===== src/sv/fdc_pkg.sv =====
package fdc_pkg;

    // fixed field widths
    localparam int SAMPLE_W = 24;
    localparam int DELAY_W  = 20;
    localparam int GAIN_W   = 16;

    // shared multiplier operand and product widths
    localparam int MUL_A_W = 34;
    localparam int MUL_B_W = 18;
    localparam int PROD_W  = MUL_A_W + MUL_B_W;

    // configuration register indexes
    localparam logic REG_FEEDFORWARD = 1'b0;
    localparam logic REG_DAMPING     = 1'b1;

    // sequencer states
    typedef enum logic [4:0] {
        S_CLEAR,
        S_IDLE,
        S_RD,
        S_LAST,
        S_COEF,
        S_H1M,
        S_H1A,
        S_H2M,
        S_H2A,
        S_H3M,
        S_H3A,
        S_VSAT,
        S_L1M,
        S_L2M,
        S_LACC,
        S_O1M,
        S_O2M,
        S_OACC,
        S_WR
    } state_t;

endpackage


===== src/sv/fdc_mul.sv =====
module fdc_mul (
    input  logic                                clk,
    input  logic signed [fdc_pkg::MUL_A_W-1:0] a,
    input  logic signed [fdc_pkg::MUL_B_W-1:0] b,
    output logic signed [fdc_pkg::PROD_W-1:0]  p
);

    import fdc_pkg::*;

    logic signed [PROD_W-1:0] p_reg;

    // one signed multiply per cycle, product registered
    always_ff @(posedge clk)
    begin
        p_reg <= PROD_W'(a) * PROD_W'(b);
    end

    assign p = p_reg;

endmodule


===== config.mk =====
export PLATFORM = sky130hd
export DESIGN_NAME = fdc_mul
export DESIGN_NICKNAME = d
export VERILOG_FILES = /design/src/sv/fdc_pkg.sv /design/src/sv/fdc_mul.sv
export SDC_FILE = /design/constraint.sdc
export NUM_CORES = 2
export LEC_CHECK = 0
export ABC_CLOCK_PERIOD_IN_PS = 7100
export BUFFER_PORTS_ARGS = -buffer_cell sky130_fd_sc_hd__buf_2
export CAP_MARGIN = 5
export CELL_PAD_IN_SITES_DETAIL_PLACEMENT = 1
export CELL_PAD_IN_SITES_GLOBAL_PLACEMENT = 1
export CORE_MARGIN = 1
export CORE_UTILIZATION = 41
export CTS_CLUSTER_SIZE = 12
export DETAILED_ROUTE_END_ITERATION = 7
export PLACE_DENSITY = 0.81
export SKIP_CTS_REPAIR_TIMING = 1
export SYNTH_ARGS = -nofsm -noshare
export SYNTH_HDL_FRONTEND = slang
export SYNTH_SLANG_ARGS = --single-unit
export TNS_END_PERCENT = 1

===== constraint.sdc =====
create_clock -name clk -period 7.1 [get_ports clk]
set_input_delay 1.42 -clock clk [delete_from_list [all_inputs] [get_ports clk]]
set_output_delay 1.42 -clock clk [all_outputs]
set_load 0.1 [all_outputs]

==> metrics.md <==
| Metric | Value |
|---|---|
| Die H | `234.1 µm` |
| Clock Tree Buf Depth | `2` |
| Via Count | `18150` |
| Drt first pass iters | `7` |
| Sequential-to-total area share from yosys stat | `0.04713` |
| Post-place setup slack | `-1.328 ns` |
| Post-synthesis cell type count | `55` |
| CTS root buffer | `clkbuf_16` |
| Most frequent CP cell | `fa_1` |
| Min-delay worst type | `primary input to flop` |
| Initial antenna violation count | `4` |
| Post-synthesis async set-or-reset flop share | `0` |
| Area Growth Syn to Fin | `20.74%` |
| First-pass GRT wire length | `around 120000 µm` |
| Synth top area cells | `fa_1 (53%), inv_1 (11%), ha_1 (7.1%)` |
| Crit. End Element | `flop` |
| # fillers | `about 6200` |
| CP required | `approximately 7.3 ns` |
| Hold Vio Cnt, Final | `0` |
| Vias per inst | `5.264` |
| CP max-delay cell | `fa_1` |
| Setup Viol. Count Final | `16` |
| CTS tree | `built` |
| Syn_nets | `between 3000 and 4000` |
| Metal3 WL | `4276 µm` |
| Routed Antenna Nets | `0` |
| Number of remaining DRC errors | `4` |
| Initial Utilization | `0.4178` |
| Max Slew Vio Count | `0` |
| EDFF count, synth | `0` |
| Slew HR | `0.6017` |
| Total CTS buffers | `5` |
| Status | `finished with violations` |
| Max Cap Viol | `0` |
| Post-Route WL | `78890 µm` |
| CP startpoint kind | `primary input` |
| Clock sinks | `52` |
| Routed wl met2 | `about 41000 µm` |
| RSZ-0062 raised after global routing | `true` |
| # rows | `84` |
| Die width | `234.1 µm` |
| I/O pin count | `roughly 110` |
| Worst-margin pin slew | `slightly below 0.6 ns` |
| CP top delay family | `adder cells` |
| # nets final | `3522` |
| Grt total ovfl | `0` |
| Most frequent cells in the layout | `inv_1 (654), fa_1 (572), nand2_1 (358), buf_4 (294), and2_1 (232)` |
| Max reg flops | `52` |
| Mapped Cells | `2430` |
| Crit path from | `b[6]` |
| Clock transition at the registers of the reported paths | `0.08 ns` |
| GRT Overall Usage | `0.2939` |
| Port Buffers | `about 100` |
| CTS H-Tree Depth | `2` |
| Syn_area_per_cell | `roughly 9 µm²` |
| Max incr delay on CP | `about 0.55 ns` |
| Global placement routability congestion | `0.9300` |
| Crit share post-route | `1.043` |
| DIE AREA | `around 55000 µm²` |
| Wire per inst | `between 20 and 25 µm` |
| Maximum net fanout on the critical path | `13` |
| Largest net degree at the start of global routing | `29` |
| Crit path cell chain | `buf_4 > buf_12 > buf_12 > and2_1 > fa_1 > inv_1 > fa_1 > fa_1 > inv_1 > fa_1 > fa_1 > inv_1 > fa_1 > inv_1 > ha_4 > buf_4 > nand4_1 > nor3_4 > o2111ai_4 > nand2_4 > a221oi_4 > o31ai_4 > a21oi_2 > xnor2_1` |
| Commonest non-fill, non-tap cell in the layout | `inv_1` |
| Top_reg_cell synth | `dfxtp_1` |
| Post-DP HPWL | `roughly 66000 µm` |
| Reg area | `1041 µm²` |
| #FFs+latches synth | `52` |
| Multi-input logic area | `~19000 µm²` |
| Share of layout cells above drive strength 1 | `0.1946` |
| Violated checks | `DRC, setup timing` |
| Top routing layer used | `met5` |
| DRC marker count from the first detailed-route iteration | `between 900 and 1000` |
| Critical path arrival | `roughly 7.6 ns` |
| Worst Path Class, Setup | `primary input to flop` |
| Worst Setup EP | `p[49]` |
| Cell Area, Synth | `between 20000 and 25000 µm²` |
| Fmax | `135.0 MHz` |
| Min Tclk post-route | `7.408 ns` |
| Post-synth top area share | `0.5303` |
| Crit path buf inv count | `8` |
| DRT met1 WL | `approximately 28000 µm` |
| Crit. path cell count | `24` |
| Synth warn | `0` |
| Vias in the first global route | `~22000` |
| Post-synth top area cell | `fa_1` |
| Setup ws final | `-0.3076 ns` |
| Core Area | `52870 µm²` |
## how the worst min path moves through the flow
stage            to  startpoint  cells after the start  slack (ns)
6_report       p[0]        b[0]                      2        1.45
5_1_grt        p[0]        b[0]                      2        1.45
4_1_cts        p[0]        a[0]                      3        1.55
3_5_place_dp   p[0]        a[0]                      3        1.91
3_3_place_gp   p[0]        a[0]                      3        1.89
2_1_floorplan  p[0]        b[0]                      1        1.54
## kinds of logic after synthesis
kind of cell,after synthesis,synth area share
buf+inv,772,0.1316
flops,52,0.04713
fa+ha+maj,710,0.6011
xor+xnor,55,0.02181
simple gates,696,0.1520
compound gates,145,0.04640
## cell type report
class	count	area share
diodes	1	0.00009384
clock buffers	7	0.005724
clock inverters	1	0.001126
inverters	661	0.09304
multi-input cells	1606	0.6996
flip-flops and latches	52	0.03904
well taps	688	0.03228
repair buffers	433	0.1291
## metrics by stage
step / instance area (µm²) / cells / setup TNS (ns) / util / hold slack [ns]
CTS: 25970 / 3440 / -13.22 / 0.4913 / 1.547
finish: 26670 / 3449 / -2.100 / 0.5044 / 1.449
detailed placement: 25790 / 3432 / -23.87 / 0.4878 / 1.910
global placement: 25790 / 3432 / -17.37 / 0.4878 / 1.890
global route: 26670 / 3449 / -5.217 / 0.5044 / 1.447
floorplan: 22090 / 2430 / -0.01224 / - / 1.542
## layer usage
layer | up-vias | GRT usage
li1 | 7573 | -
met1 | 9509 | 0.3196
met2 | 745 | 0.5277
met3 | 325 | 0.05557
met4 | 2 | 0.1780
met5 | - | 0
## cell usage after synthesis, drive strengths merged (2+ instances only)
| cell | n |
|---|---|
| a21oi | 42 |
| and2 | 241 |
| buf | 2 |
| o31ai | 4 |
| nand3 | 4 |
| o21ai | 24 |
| inv | 661 |
| nand2b | 8 |
| nand4 | 9 |
| xor2 | 15 |
| nor2b | 10 |
| o21bai | 8 |
| o41ai | 3 |
| a31oi | 7 |
| a21boi | 2 |
| o21a | 3 |
| and3 | 10 |
| a211o | 2 |
| fa | 585 |
| nor3 | 7 |
| a21o | 34 |
| a211oi | 3 |
| nand2 | 361 |
| o2111ai | 2 |
| ha | 125 |
| xnor2 | 40 |
| and4 | 2 |
| a221oi | 3 |
| nor2 | 40 |
| clkbuf | 109 |
| dfxtp | 52 |
| o211ai | 2 |
| or3 | 2 |
Power is not shown: default switching activity piles up to over one toggle a cycle in this logic, so the estimate is an artifact.
